$ cat src/ps2mc_pkg.sv
// ps2mc_pkg: types and constants shared by the ps/2 mouse packet decoder
// no dependencies; compiled first
`default_nettype none

package ps2mc_pkg;

  localparam int unsigned COORD_WIDTH = 12;
  localparam int unsigned BYTE_WIDTH  = 8;
  localparam int unsigned BTN_WIDTH   = 3;
  localparam int unsigned SEQ_WIDTH   = 32;
  localparam int unsigned PDATA_WIDTH = 32;
  localparam int unsigned PADDR_WIDTH = 3;

  // flags byte layout
  localparam int unsigned SYNC_BIT   = 3;
  localparam int unsigned X_SIGN_BIT = 4;
  localparam int unsigned Y_SIGN_BIT = 5;
  localparam logic [BYTE_WIDTH-1:0] OVF_MASK = 8'hC0;

  // register indexes
  localparam logic REG_MAX_X = 1'b0;
  localparam logic REG_MAX_Y = 1'b1;

  localparam logic [COORD_WIDTH-1:0] MAX_X_RESET = COORD_WIDTH'(1023);
  localparam logic [COORD_WIDTH-1:0] MAX_Y_RESET = COORD_WIDTH'(767);

  typedef logic [COORD_WIDTH-1:0] coord_t;
  typedef logic [BYTE_WIDTH-1:0]  byte_t;

  typedef enum logic [1:0] {
    POS_FLAGS = 2'd0,
    POS_X     = 2'd1,
    POS_Y     = 2'd2
  } byte_pos_e;

  // operands of one cursor update
  typedef struct packed {
    coord_t pos_x;
    coord_t pos_y;
    coord_t max_x;
    coord_t max_y;
    byte_t  flags;
    byte_t  x_byte;
    byte_t  y_byte;
  } upd_req_t;

  typedef struct packed {
    coord_t pos_x;
    coord_t pos_y;
  } upd_res_t;

endpackage

`default_nettype wire

$ cat src/ps2mc_byte_if.sv
// ps2mc_byte_if: valid/ready channel carrying one mouse byte
// depends on ps2mc_pkg
`default_nettype none

interface ps2mc_byte_if;
  logic               valid;
  logic               ready;
  ps2mc_pkg::byte_t   data_byte;

  modport source (output valid, output data_byte, input ready);
  modport sink   (input valid, input data_byte, output ready);
endinterface

`default_nettype wire

$ cat src/ps2mc_pos_if.sv
// ps2mc_pos_if: valid/ready channel carrying one cursor report
// depends on ps2mc_pkg
`default_nettype none

interface ps2mc_pos_if;
  logic                                 valid;
  logic                                 ready;
  ps2mc_pkg::coord_t                    cursor_x;
  ps2mc_pkg::coord_t                    cursor_y;
  logic [ps2mc_pkg::BTN_WIDTH-1:0]      buttons;
  logic [ps2mc_pkg::SEQ_WIDTH-1:0]      sequence_res;

  modport source (output valid, output cursor_x, output cursor_y, output buttons,
                  output sequence_res, input ready);
  modport sink   (input valid, input cursor_x, input cursor_y, input buttons,
                  input sequence_res, output ready);
endinterface

`default_nettype wire

$ cat src/ps2mc_update.sv
// ps2mc_update: forms the 9-bit deltas and the clamped new cursor position
// depends on ps2mc_pkg
`default_nettype none

module ps2mc_update (
  input  ps2mc_pkg::upd_req_t req_i,
  output ps2mc_pkg::upd_res_t res_o
);

  localparam int unsigned CW = ps2mc_pkg::COORD_WIDTH;
  localparam int unsigned SW = CW + 2;

  logic [8:0]          dx;
  logic [8:0]          dy;
  logic signed [SW-1:0] sum_x;
  logic signed [SW-1:0] sum_y;

  assign dx = {req_i.flags[ps2mc_pkg::X_SIGN_BIT], req_i.x_byte};
  assign dy = {req_i.flags[ps2mc_pkg::Y_SIGN_BIT], req_i.y_byte};

  // x moves right with dx, screen y moves down against dy
  assign sum_x = $signed({2'b00, req_i.pos_x}) + $signed({{(SW-9){dx[8]}}, dx});
  assign sum_y = $signed({2'b00, req_i.pos_y}) - $signed({{(SW-9){dy[8]}}, dy});

  always_comb begin
    if (sum_x[SW-1]) begin
      res_o.pos_x = '0;
    end else if (sum_x[SW-2:0] > {1'b0, req_i.max_x}) begin
      res_o.pos_x = req_i.max_x;
    end else begin
      res_o.pos_x = sum_x[CW-1:0];
    end

    if (sum_y[SW-1]) begin
      res_o.pos_y = '0;
    end else if (sum_y[SW-2:0] > {1'b0, req_i.max_y}) begin
      res_o.pos_y = req_i.max_y;
    end else begin
      res_o.pos_y = sum_y[CW-1:0];
    end
  end

endmodule

`default_nettype wire

$ cat src/ps2_mouse_packet_cursor.sv
// One byte is taken per clock unless input stalls. A byte goes into an input register
// and is decoded from there, when it updates the framing state; the third byte of a
// packet without overflow updates the cursor and loads the report register, so a
// report passes through the input and report registers. The report register frees the
// input side: bytes keep flowing while a report waits, and input stalls only when
// a new report is due while the previous one has not been taken. max_x and max_y
// (APB at 0x0 and 0x4) are to be written while no packet is in flight.
// depends on ps2mc_pkg, ps2mc_byte_if, ps2mc_pos_if, ps2mc_update
`default_nettype none

module ps2_mouse_packet_cursor (
  input  wire logic                                 clk_i,
  input  wire logic                                 rst_ni,
  ps2mc_byte_if.sink                                in_bus,
  ps2mc_pos_if.source                               out_bus,
  input  wire logic                                 psel,
  input  wire logic                                 penable,
  input  wire logic                                 pwrite,
  input  wire logic [ps2mc_pkg::PADDR_WIDTH-1:0]    paddr,
  input  wire logic [ps2mc_pkg::PDATA_WIDTH-1:0]    pwdata,
  output logic      [ps2mc_pkg::PDATA_WIDTH-1:0]    prdata,
  output logic                                      pready
);

  localparam int unsigned CW = ps2mc_pkg::COORD_WIDTH;

  ps2mc_pkg::coord_t max_x_q, max_y_q;
  logic              reg_sel;
  logic              cfg_we;

  logic              s1_valid_q;
  ps2mc_pkg::byte_t  s1_byte_q;
  logic              s1_go;
  logic              emit;

  ps2mc_pkg::byte_pos_e bpos_q, bpos_d;
  logic                 flags_we, xbyte_we;
  ps2mc_pkg::byte_t     flags_q, xbyte_q;

  ps2mc_pkg::coord_t                 pos_x_q, pos_y_q;
  logic [ps2mc_pkg::BTN_WIDTH-1:0]   btn_q;
  logic [ps2mc_pkg::SEQ_WIDTH-1:0]   count_q;
  logic                              out_valid_q;

  ps2mc_pkg::upd_req_t upd_req;
  ps2mc_pkg::upd_res_t upd_res;

  // configuration port
  assign pready  = 1'b1;
  assign reg_sel = paddr[2];
  assign cfg_we  = psel && penable && pwrite;
  assign prdata  = (reg_sel == ps2mc_pkg::REG_MAX_Y)
                 ? ps2mc_pkg::PDATA_WIDTH'(max_y_q)
                 : ps2mc_pkg::PDATA_WIDTH'(max_x_q);

  always_ff @(posedge clk_i or negedge rst_ni) begin
    if (!rst_ni) begin
      max_x_q <= ps2mc_pkg::MAX_X_RESET;
      max_y_q <= ps2mc_pkg::MAX_Y_RESET;
    end else if (cfg_we) begin
      if (reg_sel == ps2mc_pkg::REG_MAX_Y) begin
        max_y_q <= pwdata[CW-1:0];
      end else begin
        max_x_q <= pwdata[CW-1:0];
      end
    end
  end

  // input register
  assign emit  = s1_valid_q && (bpos_q == ps2mc_pkg::POS_Y)
              && ((flags_q & ps2mc_pkg::OVF_MASK) == '0);
  assign s1_go = s1_valid_q && (!emit || !out_valid_q || out_bus.ready);
  assign in_bus.ready = !s1_valid_q || s1_go;

  always_ff @(posedge clk_i or negedge rst_ni) begin
    if (!rst_ni) begin
      s1_valid_q <= 1'b0;
    end else if (in_bus.ready) begin
      s1_valid_q <= in_bus.valid;
    end
  end

  always_ff @(posedge clk_i) begin
    if (in_bus.valid && in_bus.ready) begin
      s1_byte_q <= in_bus.data_byte;
    end
  end

  // packet framing
  always_ff @(posedge clk_i or negedge rst_ni) begin
    if (!rst_ni) begin
      bpos_q <= ps2mc_pkg::POS_FLAGS;
    end else begin
      bpos_q <= bpos_d;
    end
  end

  always_comb begin
    bpos_d   = bpos_q;
    flags_we = 1'b0;
    xbyte_we = 1'b0;
    if (s1_go) begin
      case (bpos_q)
        ps2mc_pkg::POS_X: begin
          xbyte_we = 1'b1;
          bpos_d   = ps2mc_pkg::POS_Y;
        end
        ps2mc_pkg::POS_Y: begin
          bpos_d = ps2mc_pkg::POS_FLAGS;
        end
        default: begin
          // first byte must carry the sync bit, else drop it
          if (s1_byte_q[ps2mc_pkg::SYNC_BIT]) begin
            flags_we = 1'b1;
            bpos_d   = ps2mc_pkg::POS_X;
          end else begin
            bpos_d = ps2mc_pkg::POS_FLAGS;
          end
        end
      endcase
    end
  end

  always_ff @(posedge clk_i) begin
    if (flags_we) begin
      flags_q <= s1_byte_q;
    end
    if (xbyte_we) begin
      xbyte_q <= s1_byte_q;
    end
  end

  // cursor update
  assign upd_req.pos_x  = pos_x_q;
  assign upd_req.pos_y  = pos_y_q;
  assign upd_req.max_x  = max_x_q;
  assign upd_req.max_y  = max_y_q;
  assign upd_req.flags  = flags_q;
  assign upd_req.x_byte = xbyte_q;
  assign upd_req.y_byte = s1_byte_q;

  ps2mc_update u_update (
    .req_i (upd_req),
    .res_o (upd_res)
  );

  always_ff @(posedge clk_i or negedge rst_ni) begin
    if (!rst_ni) begin
      pos_x_q     <= '0;
      pos_y_q     <= '0;
      btn_q       <= '0;
      count_q     <= '0;
      out_valid_q <= 1'b0;
    end else begin
      if (s1_go && emit) begin
        pos_x_q     <= upd_res.pos_x;
        pos_y_q     <= upd_res.pos_y;
        btn_q       <= flags_q[ps2mc_pkg::BTN_WIDTH-1:0];
        count_q     <= count_q + 1'b1;
        out_valid_q <= 1'b1;
      end else if (out_valid_q && out_bus.ready) begin
        out_valid_q <= 1'b0;
      end
    end
  end

  assign out_bus.valid        = out_valid_q;
  assign out_bus.cursor_x     = pos_x_q;
  assign out_bus.cursor_y     = pos_y_q;
  assign out_bus.buttons      = btn_q;
  assign out_bus.sequence_res = count_q;

`ifndef SYNTHESIS
  // a report is only loaded by the last byte of a packet
  a_emit_on_third: assert property (@(posedge clk_i) disable iff (!rst_ni)
    $rose(out_valid_q) |-> $past(bpos_q) == ps2mc_pkg::POS_Y)
    else $error("report loaded outside the third byte");

  // the packet counter moves only with a report
  a_count_stable: assert property (@(posedge clk_i) disable iff (!rst_ni)
    !(s1_go && emit) |=> $stable(count_q))
    else $error("packet counter changed without a report");

  // an updated cursor never exceeds the bounds in force
  a_clamped: assert property (@(posedge clk_i) disable iff (!rst_ni)
    (s1_go && emit) |=> (pos_x_q <= $past(max_x_q)) && (pos_y_q <= $past(max_y_q)))
    else $error("cursor beyond bounds");

  // a pending report is never overwritten
  a_no_overrun: assert property (@(posedge clk_i) disable iff (!rst_ni)
    (out_valid_q && !out_bus.ready) |-> !(s1_go && emit))
    else $error("report overwritten while pending");
`endif

endmodule

`default_nettype wire

$ cat src/flat_wrapper.sv
// flat-port wrapper written by rule: the top's interface ports become plain ports
module ps2_mouse_packet_cursor_flat 
  (clk_i, rst_ni, psel, penable, pwrite, paddr, pwdata, prdata, pready, in_bus_valid, in_bus_data_byte, in_bus_ready, out_bus_valid, out_bus_cursor_x, out_bus_cursor_y, out_bus_buttons, out_bus_sequence_res, out_bus_ready);
  ps2mc_byte_if in_bus_i ();
  ps2mc_pos_if out_bus_i ();
  input  wire logic clk_i;
  input  wire logic rst_ni;
  input  wire logic psel;
  input  wire logic penable;
  input  wire logic pwrite;
  input  wire logic [ps2mc_pkg::PADDR_WIDTH-1:0] paddr;
  input  wire logic [ps2mc_pkg::PDATA_WIDTH-1:0] pwdata;
  output logic      [ps2mc_pkg::PDATA_WIDTH-1:0] prdata;
  output logic pready;
  input wire logic [$bits(in_bus_i.valid)-1:0] in_bus_valid;
  input wire logic [$bits(in_bus_i.data_byte)-1:0] in_bus_data_byte;
  output wire logic [$bits(in_bus_i.ready)-1:0] in_bus_ready;
  output wire logic [$bits(out_bus_i.valid)-1:0] out_bus_valid;
  output wire logic [$bits(out_bus_i.cursor_x)-1:0] out_bus_cursor_x;
  output wire logic [$bits(out_bus_i.cursor_y)-1:0] out_bus_cursor_y;
  output wire logic [$bits(out_bus_i.buttons)-1:0] out_bus_buttons;
  output wire logic [$bits(out_bus_i.sequence_res)-1:0] out_bus_sequence_res;
  input wire logic [$bits(out_bus_i.ready)-1:0] out_bus_ready;
  assign in_bus_i.valid = in_bus_valid;
  assign in_bus_i.data_byte = in_bus_data_byte;
  assign in_bus_ready = in_bus_i.ready;
  assign out_bus_valid = out_bus_i.valid;
  assign out_bus_cursor_x = out_bus_i.cursor_x;
  assign out_bus_cursor_y = out_bus_i.cursor_y;
  assign out_bus_buttons = out_bus_i.buttons;
  assign out_bus_sequence_res = out_bus_i.sequence_res;
  assign out_bus_i.ready = out_bus_ready;
  ps2_mouse_packet_cursor u_core (.clk_i(clk_i), .rst_ni(rst_ni), .in_bus(in_bus_i), .out_bus(out_bus_i), .psel(psel), .penable(penable), .pwrite(pwrite), .paddr(paddr), .pwdata(pwdata), .prdata(prdata), .pready(pready));
endmodule
$ cat config.mk
export PLATFORM = sky130hd
export DESIGN_NAME = ps2_mouse_packet_cursor_flat
export DESIGN_NICKNAME = d
export VERILOG_FILES = /design/src/ps2mc_pkg.sv /design/src/ps2mc_byte_if.sv /design/src/ps2mc_pos_if.sv /design/src/ps2mc_update.sv /design/src/ps2_mouse_packet_cursor.sv /design/src/flat_wrapper.sv
export SDC_FILE = /design/constraint.sdc
export NUM_CORES = 1
export LEC_CHECK = 0
export ABC_AREA = 1
export BUFFER_PORTS_ARGS = -buffer_cell sky130_fd_sc_hd__buf_2
export CORE_MARGIN = 10
export CORE_UTILIZATION = 40
export DETAILED_ROUTE_END_ITERATION = 10
export GPL_TIMING_DRIVEN = 0
export PLACE_DENSITY = 0.64
export RECOVER_POWER = 100
export SETUP_SLACK_MARGIN = 0.2
export SYNTH_ARGS = -nofsm -noshare
export SYNTH_HDL_FRONTEND = slang
export SYNTH_SLANG_ARGS = --single-unit
$ cat constraint.sdc
create_clock -name clk_i -period 2.84 [get_ports clk_i]
set_clock_uncertainty 0.1 [all_clocks]
set_input_delay 0.284 -clock clk_i [delete_from_list [all_inputs] [get_ports clk_i]]
set_output_delay 0.284 -clock clk_i [all_outputs]
set_load 0.02 [all_outputs]
==> results of run 1 <==
-- state kept, by name, indices dropped and copies added (netlist names) --
signal	flops
u_core.bpos_q	2
u_core.out_bus.buttons	3
u_core.s1_byte_q	8
u_core.max_y_q	12
u_core.flags_q	7
u_core.s1_valid_q	1
u_core.out_bus.valid	1
u_core.max_x_q	12
u_core.out_bus.sequence_res	32
u_core.xbyte_q	8
u_core.out_bus.cursor_x	12
u_core.out_bus.cursor_y	12
-- stage by stage --
| stage | util (%) | cells |
|---|---|---|
| finish | 51.88 | 1389 |
| global route | 51.88 | 1389 |
| CTS | 49.95 | 1376 |
| detailed placement | 45.74 | 1342 |
| global placement | 45.58 | 1341 |
| floorplan | - | 1008 |
-- power by group --
part | total (uW) | leakage, uW | internal [uW] | switching [uW]
registers | 2200 | 0.00132 | 1930 | 265
clock network | 1280 | 0.000149 | 625 | 657
logic | 5060 | 0.00360 | 2140 | 2920
-- synthesized netlist by cell type (all sizes together) (2+ instances only) --
| master | instances | area, um2 |
|---|---|---|
| nand2 | 294 | 1121 |
| inv | 153 | 574.3 |
| dfrtp | 68 | 1702 |
| nor2 | 59 | 259.0 |
| buf | 57 | 399.1 |
| ha | 53 | 663.1 |
| nand3 | 52 | 272.8 |
| nand4 | 51 | 325.3 |
| o21ai | 49 | 249.0 |
| xor2 | 24 | 210.2 |
| edfxtp | 23 | 690.7 |
| a21oi | 22 | 113.9 |
| dfstp | 19 | 499.2 |
| xnor2 | 17 | 148.9 |
| nor3 | 15 | 107.6 |
| clkbuf | 11 | 41.29 |
| nand3b | 3 | 22.52 |
| nor4 | 3 | 31.28 |
| a21boi | 2 | 15.01 |
| and3 | 2 | 12.51 |
| conb | 2 | 7.510 |
| fa | 2 | 40.04 |
| o21a | 2 | 15.01 |
| o21bai | 2 | 15.01 |
-- worst max-delay path: stages, from the launching register on --
cell and delay [ps]:
edfxtp_1 460, buf_4 180, fa_2 410, o21ai_4 190, nand2_2 90, nand3_4 100
xor2_2 200, inv_2 60, ha_4 290, nand2_4 60, nor3_2 190, nand4_1 190
nand2_4 180, nand3_4 110, buf_6 160, nand2_1 50, nand3_1 90, nand2_1 70
-- placed cells by master (no fill, tap or decap), drive strengths merged, types with 15 or more instances in the layout --
cell type  netlist  routed
xor2            24      24
a21oi           22      22
conb             2      21
clkbuf          11      27
nand2          294     294
inv            153     155
nand4           51      51
o21ai           49      49
dfrtp           68      68
ha              53      53
nor2            59      59
edfxtp          23      23
nand3           52      52
dfstp           19      19
xnor2           17      17
nor3            15      15
buf             57     178
-- area by class of cell --
| type | count | area [um2] | share of cell area (%) |
|---|---|---|---|
| inverters | 153 | 574.3 | 5.938 |
| plain buffers | 68 | 471.7 | 4.877 |
| repair buffers | 131 | 784.5 | 8.111 |
| clock inverters | 7 | 77.57 | 0.8021 |
| multi-input cells | 677 | 4354 | 45.02 |
| well taps | 234 | 292.8 | 3.027 |
| flip-flops and latches | 110 | 2892 | 29.90 |
| clock buffers | 9 | 225.2 | 2.329 |
-- layer usage --
metal  GRT usage (%)  part of all wire (%)  up-vias
met5               0                     0        -
met4           4.007                   1.4        0
met3           3.193                   4.8       21
met2           27.09                    48      167
met1           21.96                    45     3148
li1                -                     -     3414
-- worst paths after layout --
path                                     start                          to  slack (ps)  cells after the start
max in group asynchronous               rst_ni           u_core.max_y_q[4]        1100                      3
hold / removal             in_bus_data_byte[1]         u_core.s1_byte_q[1]          30                      1
hold reg to reg              u_core.flags_q[1]   u_core.out_bus.buttons[1]         360                      2
min in group asynchronous               rst_ni           u_core.max_y_q[8]         590                      2
setup / recovery           u_core.s1_byte_q[1]  u_core.out_bus.cursor_y[4]        -400                     17
setup reg to reg           u_core.s1_byte_q[1]  u_core.out_bus.cursor_y[4]        -400                     17
-- repair_timing --
item	4_1_cts	5_1_grt
pin swaps	23	41
resized for setup	62	70
endpoints found under the hold margin	21	0
endpoints found under the setup margin	24	24
cloned	4	0
hold buffers	3	0
buffers inserted	11	13
-- logic make-up (layout without fill, tap and decap cells) --
kind of cell             after synthesis  in the layout  share of synthesized area, %
adder cells (fa/ha/maj)               55             55                         9.289
other                                  2             21                       0.09921
AO/OA/AOI/OAI                         80             80                         5.735
buffers and inverters                221            368                         13.40
XOR/XNOR                              41             41                         4.744
flip-flops                           110            110                         38.20
AND/OR/NAND/NOR                      480            480                         28.53
==> results.toml, run 1 <==
[run_status]
run_status = "finished with violations"
failed_checks = "negative setup slack"

[setup_path]
startpoint_type = "register"
path_class = "reg2reg"
worstPathRequired_ps = 3040
crit_arrival_ps = 3450
path_max_fanout = 5
worstSetupEndpointType = "register"

[route]
vias = 6750
vias_per_cell = 4.860
postRouteWirelength_mm = 20.92
wl_per_cell_um = 15.06
post-route-drc-count = 0
firstDrtPassIters = 5
drt_iter0_drc = 492
ant_nets = 0

[cts]
cts_buffer_depth = 2
cts_root_buf = "clkbuf_16"
cts.sink_count = 110
path_clk_slew_ps = 80
clk_latency_ps = 370
cts_htree_levels = 3
numCtsBuffers = 9
cts_tree = "yes"

[finish]
drive_gt1_share_pct = 30.22
num_antenna_cells = 0
area_delta_synth_final_pct = 27.77
nets = 1255
stdcell_area_um2 = 9672
fillers = 1787

[placement]
portBuffers = 99
dpl_cell_area_um2 = 8527
gp_congestion = 0.8775
preCtsSetupSlack_ps = -371.1
dp_hpwl_mm = 15.87

[die]
rows = 50
num_io_pins = 144
die_w_um = 157.6
core_area_um2 = 18640
die_area_um2 = 24830
initial_utilization_pct = 40.60
die_h_um = 157.6

[timing]
hold_ws_ps = 32.09
setup_viol = 24
final_max_slew_viol_count = 0
slew-limit-headroom_pct = 19.04
final.period_utilization_pct = 114.3
max_freq_mhz = 308.2
finalHoldViolCount = 0
fin_setup_tns_ps = -6223
worst_pin_slew_ps = 1214
fin_ws_ps = -404.8
rsz0062_at_grt = "yes"
min_period_ps = 3245

[synthesis]
synth-main-ff-cell = "dfrtp_1"
yosysUniqueCellTypes = 43
synthCells = 989
avgSynthCellArea_um2 = 7.654
synth_seq_cells = 110
ys_seq_area_share_pct = 38.20
syn_area_um2 = 7570
synthArstFlopShare_pct = 79.09
synth-edff-count = 23
yosys_warnings = 0

[global_routing]
grt_usage_pct = 16.54
grt_pass1_wl_mm = 32.83
overflow = 0
grt_pass1_vias = 6487
grt_max_degree = 69
grt_antenna_before_repair = 0

[min_path]
min_path_type = "in2reg"

[flow_run]
cap_violations = 0

[power]
irDropWorstVdd_uv = 537.9
power.density_nw_per_um2 = 882.3
finalPower_uw = 8533
power_leakage_uw = 0.005069
(Power assumes the default switching activity.)
==> run 2, diff against run 1 <==
ABC_AREA = not set   (was 1)
PLACE_DENSITY = 0.65   (was 0.64)
==> results.toml, run 2 <==
[setup_path]
crit_arrival_ps = 3990
worstPathRequired_ps = 2950
startpoint_type = "register"
critPathMaxStageDelay_ps = 420
path_class = "reg2reg"
path_max_fanout = 5
cpLargestDelayFamily = "compound AO/OA/AOI/OAI gates"
reg2regPathDepth = 19
worstSetupEndpointType = "register"
path_buf_inv = 2
crit_cells = 19
cp_cell_sequence = "ha_2, inv_2, fa_2, nor2b_2, o31a_1, o31ai_2, o21ai_2, nor2_1, xnor2_1, ha_1, a21o_1, a21oi_2, o211ai_1, a21oi_1, o21ai_1, mux2i_2, buf_6, mux2i_1, o22ai_1"
cp_slowest_cell = "edfxtp_1"

[die]
die_h_um = 149
die_area_um2 = 22200
num_io_pins = 144
core_area_um2 = 16470
rows = 47
initial_utilization_pct = 40.43
die_w_um = 149

[timing]
slew-limit-headroom_pct = 10.56
hold_ws_ps = 26.63
worst_pin_slew_ps = 1342
min_period_ps = 3880
rsz0062_at_grt = "yes"
finalHoldViolCount = 0
final_max_slew_viol_count = 0
fin_ws_ps = -1040
max_freq_mhz = 257.7
setup_viol = 28
final.period_utilization_pct = 136.6

[finish]
drive_gt1_share_pct = 24.51
instances_no_fill = 1040
final_util_pct = 49.98
mostFrequentLayoutCell = "clkbuf_1"
nets = 920
multi_input_area_um2 = 3461
fillers = 1595
regArea_um2 = 2892
area_delta_synth_final_pct = 23.63
stdcell_area_um2 = 8229
layout_common_cells = "clkbuf_1, nand2_1, dfrtp_1"
largest_register_ffs = 32
num_antenna_cells = 0

[route]
wl_per_cell_um = 16.34
firstDrtPassIters = 4
vias_per_cell = 4.892
postRouteWirelength_mm = 17.00
drt_iter0_drc = 304
post-route-drc-count = 0
ant_nets = 0
vias = 5088

[synthesis]
syn_area_um2 = 6656
synth_commonest_cells = "nand2_1, dfrtp_1, ha_1"
synth_top_area_cell = "dfrtp_1"
synthArstFlopShare_pct = 79.09
synth_area_leaders = "dfrtp_1, edfxtp_1, ha_1, dfstp_2, xnor2_1"
synthCells = 650
netlist.area_leader.share_pct = 25.56
yosysMostFrequentCell = "nand2_1"
yosysUniqueCellTypes = 58
synth-edff-count = 23
yosys_warnings = 0
avgSynthCellArea_um2 = 10.24
synth_seq_cells = 110
ys_seq_area_share_pct = 43.44
synth-main-ff-cell = "dfrtp_1"

[power]
irDropWorstVdd_uv = 435.5
power_leakage_uw = 0.003766
power.density_nw_per_um2 = 1051
finalPower_uw = 8650

[global_routing]
grt_pass1_vias = 5125
grt_max_degree = 65
grt_usage_pct = 15.40
grt_antenna_before_repair = 0
overflow = 0
grt_pass1_wl_mm = 27.03

[cts]
clk_latency_ps = 370
cts.sink_count = 110
cts_root_buf = "clkbuf_16"
cts_tree = "yes"
path_clk_slew_ps = 80
cts_htree_levels = 3
cts_buffer_depth = 2
numCtsBuffers = 9

[placement]
dpl_cell_area_um2 = 7594
gp_congestion = 0.8608
dp.cells = 990
dp_hpwl_mm = 12.91
portBuffers = 100

[flow_run]
cap_violations = 0

[min_path]
min_path_type = "in2reg"
hold_depth = 2

[run_status]
run_status = "finished with violations"
failed_checks = "negative setup slack"
run 2: cell types whose count changed after synthesis, moves of 21 or more:
| cell | change |
|---|---|
| nand2_1 | -216 |
| inv_1 | -101 |
| nand4_1 | -41 |
| nand3_1 | -32 |
| mux2_2 | +25 |
| xnor2_1 | +25 |
| mux2i_1 | +24 |
| nor2_1 | -24 |
| o21ai_0 | -21 |
run 2: per-layer routing:
| metal | track usage [%] | up-vias | routed length (um) | share of wire (%) |
|---|---|---|---|---|
| li1 | - | 2521 | - | - |
| met1 | 19.27 | 2432 | 7463 | 44 |
| met2 | 25.71 | 112 | 8379 | 49 |
| met3 | 2.640 | 23 | 782 | 4.6 |
| met4 | 6.379 | 0 | 371 | 2.2 |
| met5 | 0 | - | 0 | 0 |
run 2: what timing repair did:
item	4_1_cts	5_1_grt
endpoints found under the hold margin	31	0
gates resized for setup	28	9
cloned	2	0
setup endpoints to repair	31	33
setup buffers	17	6
hold buffers	9	0
pin swaps	16	8
run 2: kinds of logic (layout without fill, tap and decap cells):
family	count (synthesis)	after routing	share of synthesized area (%)
flip-flops	110	110	43.44
multiplexers	49	49	7.838
other	2	21	0.1128
AO/OA/AOI/OAI	102	102	10.00
buffers and inverters	105	256	8.703
XOR/XNOR	49	49	6.447
AND/OR/NAND/NOR	178	178	12.89
adder cells (fa/ha/maj)	55	55	10.56
run 2: area by class of cell:
type                       instances  area share [%]
buffer                            56           4.805
clock buffer                      10           3.041
clock inverter                     6          0.9123
inverter                          49           2.235
multi-input combinational        454           42.06
sequential                       110           35.14
tap                              220           3.345
timing repair buffer             135           8.469
run 2: power breakdown:
| group | internal, uW | switching [uW] | leakage [uW] | total, uW |
|---|---|---|---|---|
| Sequential | 1980 | 318 | 0.00133 | 2290 |
| Clock | 679 | 664 | 0.000157 | 1340 |
| Combinational | 2360 | 2650 | 0.00228 | 5010 |
| Total | 5010 | 3640 | 0.00377 | 8650 |
run 2: worst paths after layout:
kind | from | endpoint | slack [ps]
hold / removal | in_bus_valid | u_core.s1_valid_q | 30
hold reg to reg | u_core.flags_q[2] | u_core.out_bus.buttons[2] | 340
setup / recovery | u_core.xbyte_q[0] | u_core.out_bus.cursor_x[1] | -1040
max in group asynchronous | rst_ni | u_core.out_bus.sequence_res[2] | 350
setup reg to reg | u_core.xbyte_q[0] | u_core.out_bus.cursor_x[1] | -1040
min in group asynchronous | rst_ni | u_core.out_bus.cursor_y[8] | 650
run 2: metrics by stage:
step           setup WS (ps)  setup TNS, ps
2_1_floorplan         -736.8         -15350
3_3_place_gp           -1239         -26690
5_1_grt                -1310         -35630
6_report               -1040         -23840
4_1_cts                -1089         -24210
3_5_place_dp           -1254         -27120
==> run 3, diff against run 2 <==
BUFFER_PORTS_ARGS = not set   (was -buffer_cell sky130_fd_sc_hd__buf_2)
DONT_BUFFER_PORTS = 1   (was not set)
PLACE_DENSITY = 0.57   (was 0.65)
==> results.toml, run 3 (synthesis gave the netlist of run 2 again) <==
[finish]
instances_no_fill = 965
drive_gt1_share_pct = 23.12
largest_register_ffs = 32
nets = 844
mostFrequentLayoutCell = "nand2_1"
layout_common_cells = "nand2_1, dfrtp_1, ha_1"
fillers = 1520
area_delta_synth_final_pct = 20.94

[placement]
dp_hpwl_mm = 13.00
portBuffers = 0
dp.cells = 889
preCtsSetupSlack_ps = -1316
gp_congestion = 0.8576

[power]
switching_share_pct = 42.88
pwr-share-comb_pct = 58.2
clkPwrFrac_pct = 14.8
seqPwrFrac_pct = 27.1
netSwitchingPower_uw = 3737
power_leakage_uw = 0.003577
p_int_uw = 4980
power.density_nw_per_um2 = 1083
irDropWorstVdd_uv = 423.2

[setup_path]
startpoint_type = "register"
crit_arrival_ps = 4040
path_max_fanout = 5
worstPathRequired_ps = 2970
worstSetupEndpointType = "register"
path_class = "reg2reg"

[timing]
min_period_ps = 3915
final_max_slew_viol_count = 88
setup_viol = 24
finalHoldViolCount = 0
rsz0062_at_grt = "yes"
final.period_utilization_pct = 137.9
hold_ws_ps = 142.0
fin_setup_tns_ps = -24070
fin_ws_ps = -1075
slew-limit-headroom_pct = -45.58
max_freq_mhz = 255.4
worst_pin_slew_ps = 2184

[cts]
numCtsBuffers = 9
clk_latency_ps = 360
cts_htree_levels = 3
path_clk_slew_ps = 80
cts_buffer_depth = 2
cts_tree = "yes"
cts_root_buf = "clkbuf_16"
cts.sink_count = 110

[die]
die_w_um = 149
die_area_um2 = 22200
core_area_um2 = 16470
num_io_pins = 144
initial_utilization_pct = 40.43
rows = 47
die_h_um = 149

[run_status]
failed_checks = "max-capacitance violations, max-slew violations, negative setup slack"
run_status = "finished with violations"

[global_routing]
grt_antenna_before_repair = 1
grt_usage_pct = 15.55
overflow = 0
grt_max_degree = 88
grt_pass1_wl_mm = 27.28
grt_pass1_vias = 5000

[route]
vias_per_cell = 5.062
firstDrtPassIters = 5
wl_per_cell_um = 18.00
post-route-drc-count = 0
drt_iter0_drc = 215
postRouteWirelength_mm = 17.37
ant_nets = 0
vias = 4885

[min_path]
min_path_type = "in2reg"

[flow_run]
cap_violations = 1
[run 3: cell count changes in the layout (fill, tap and decap cells not counted), sizes merged]
cell / previous run / this run
clkbuf: 98 / 48
buf: 94 / 53
dlygate4sd3: 9 / 23
inv: 50 / 54
clkinv: 5 / 2
diode: 0 / 1
[run 3: area by class of cell]
type,count,area (um2),share of cell area (%)
tap,220,275.3,3.419
inverter,49,183.9,2.285
multi-input combinational,454,3583,44.51
clock buffer,9,225.2,2.798
buffer,56,321.6,3.994
timing repair buffer,59,494.2,6.139
sequential,110,2892,35.92
clock inverter,7,72.57,0.9015
antenna,1,2.502,0.03108
[run 3: final timing paths]
check	from	to	slack [ps]	cells past startpoint
min in group asynchronous	rst_ni	u_core.out_bus.cursor_y[8]	1000	2
hold reg to reg	u_core.flags_q[2]	u_core.out_bus.buttons[2]	350	2
hold / removal	paddr[2]	u_core.max_y_q[5]	140	2
max in group asynchronous	rst_ni	u_core.out_bus.sequence_res[2]	330	2
setup reg to reg	u_core.xbyte_q[0]	u_core.out_bus.cursor_x[4]	-1080	19
setup / recovery	u_core.xbyte_q[0]	u_core.out_bus.cursor_x[4]	-1080	19
[run 3: critical path, cell delays in order, from the launching register on]
cell and delay (ps):
edfxtp_1 440, ha_4 190, inv_2 50, fa_2 220, nor2b_4 40, o31a_1 290, o31ai_4 230, o21ai_2 100
nor2_1 120, xnor2_1 180, ha_1 290, a21o_1 170, a21oi_2 170, o211ai_1 140, a21oi_2 150, o21ai_1 100
mux2i_2 290, buf_6 190, mux2i_1 230, o21ai_1 80
[run 3: per-stage QoR]
step | utilization (%) | area [um2] | power, uW
2_1_floorplan | - | 6788 | 5609
4_1_cts | 48.52 | 7989 | 8473
3_5_place_dp | 42.90 | 7063 | 6421
6_report | 48.89 | 8050 | 8717
3_3_place_gp | 42.90 | 7063 | 6309
5_1_grt | 48.89 | 8050 | 9364
[run 3: per-layer routing]
layer	track usage [%]	part of all wire [%]	wire, um	up-vias
met5	0	0	0	-
met1	19.17	43	7517	2385
met2	26.47	51	8827	112
li1	-	-	-	2372
met3	3.610	4.5	785	16
met4	4.563	1.4	236	0
[run 3: power by group through the flow]
stage | combinational [uW] | clock, uW | sequential [uW]
floorplan | 3350 | 0 | 2260
finish | 5070 | 1290 | 2360
global route | 5560 | 1390 | 2410
detailed placement | 4030 | 0 | 2390
CTS | 4780 | 1330 | 2360
global placement | 3920 | 0 | 2380
[run 3: repair_timing]
item                                   4_1_cts  5_1_grt
setup endpoints to repair                   31       31
cloned                                       2        0
endpoints found under the hold margin      121        0
buffers inserted                            25        8
resized for setup                           34       30
pin swaps                                   25       22
hold buffers                                24        0
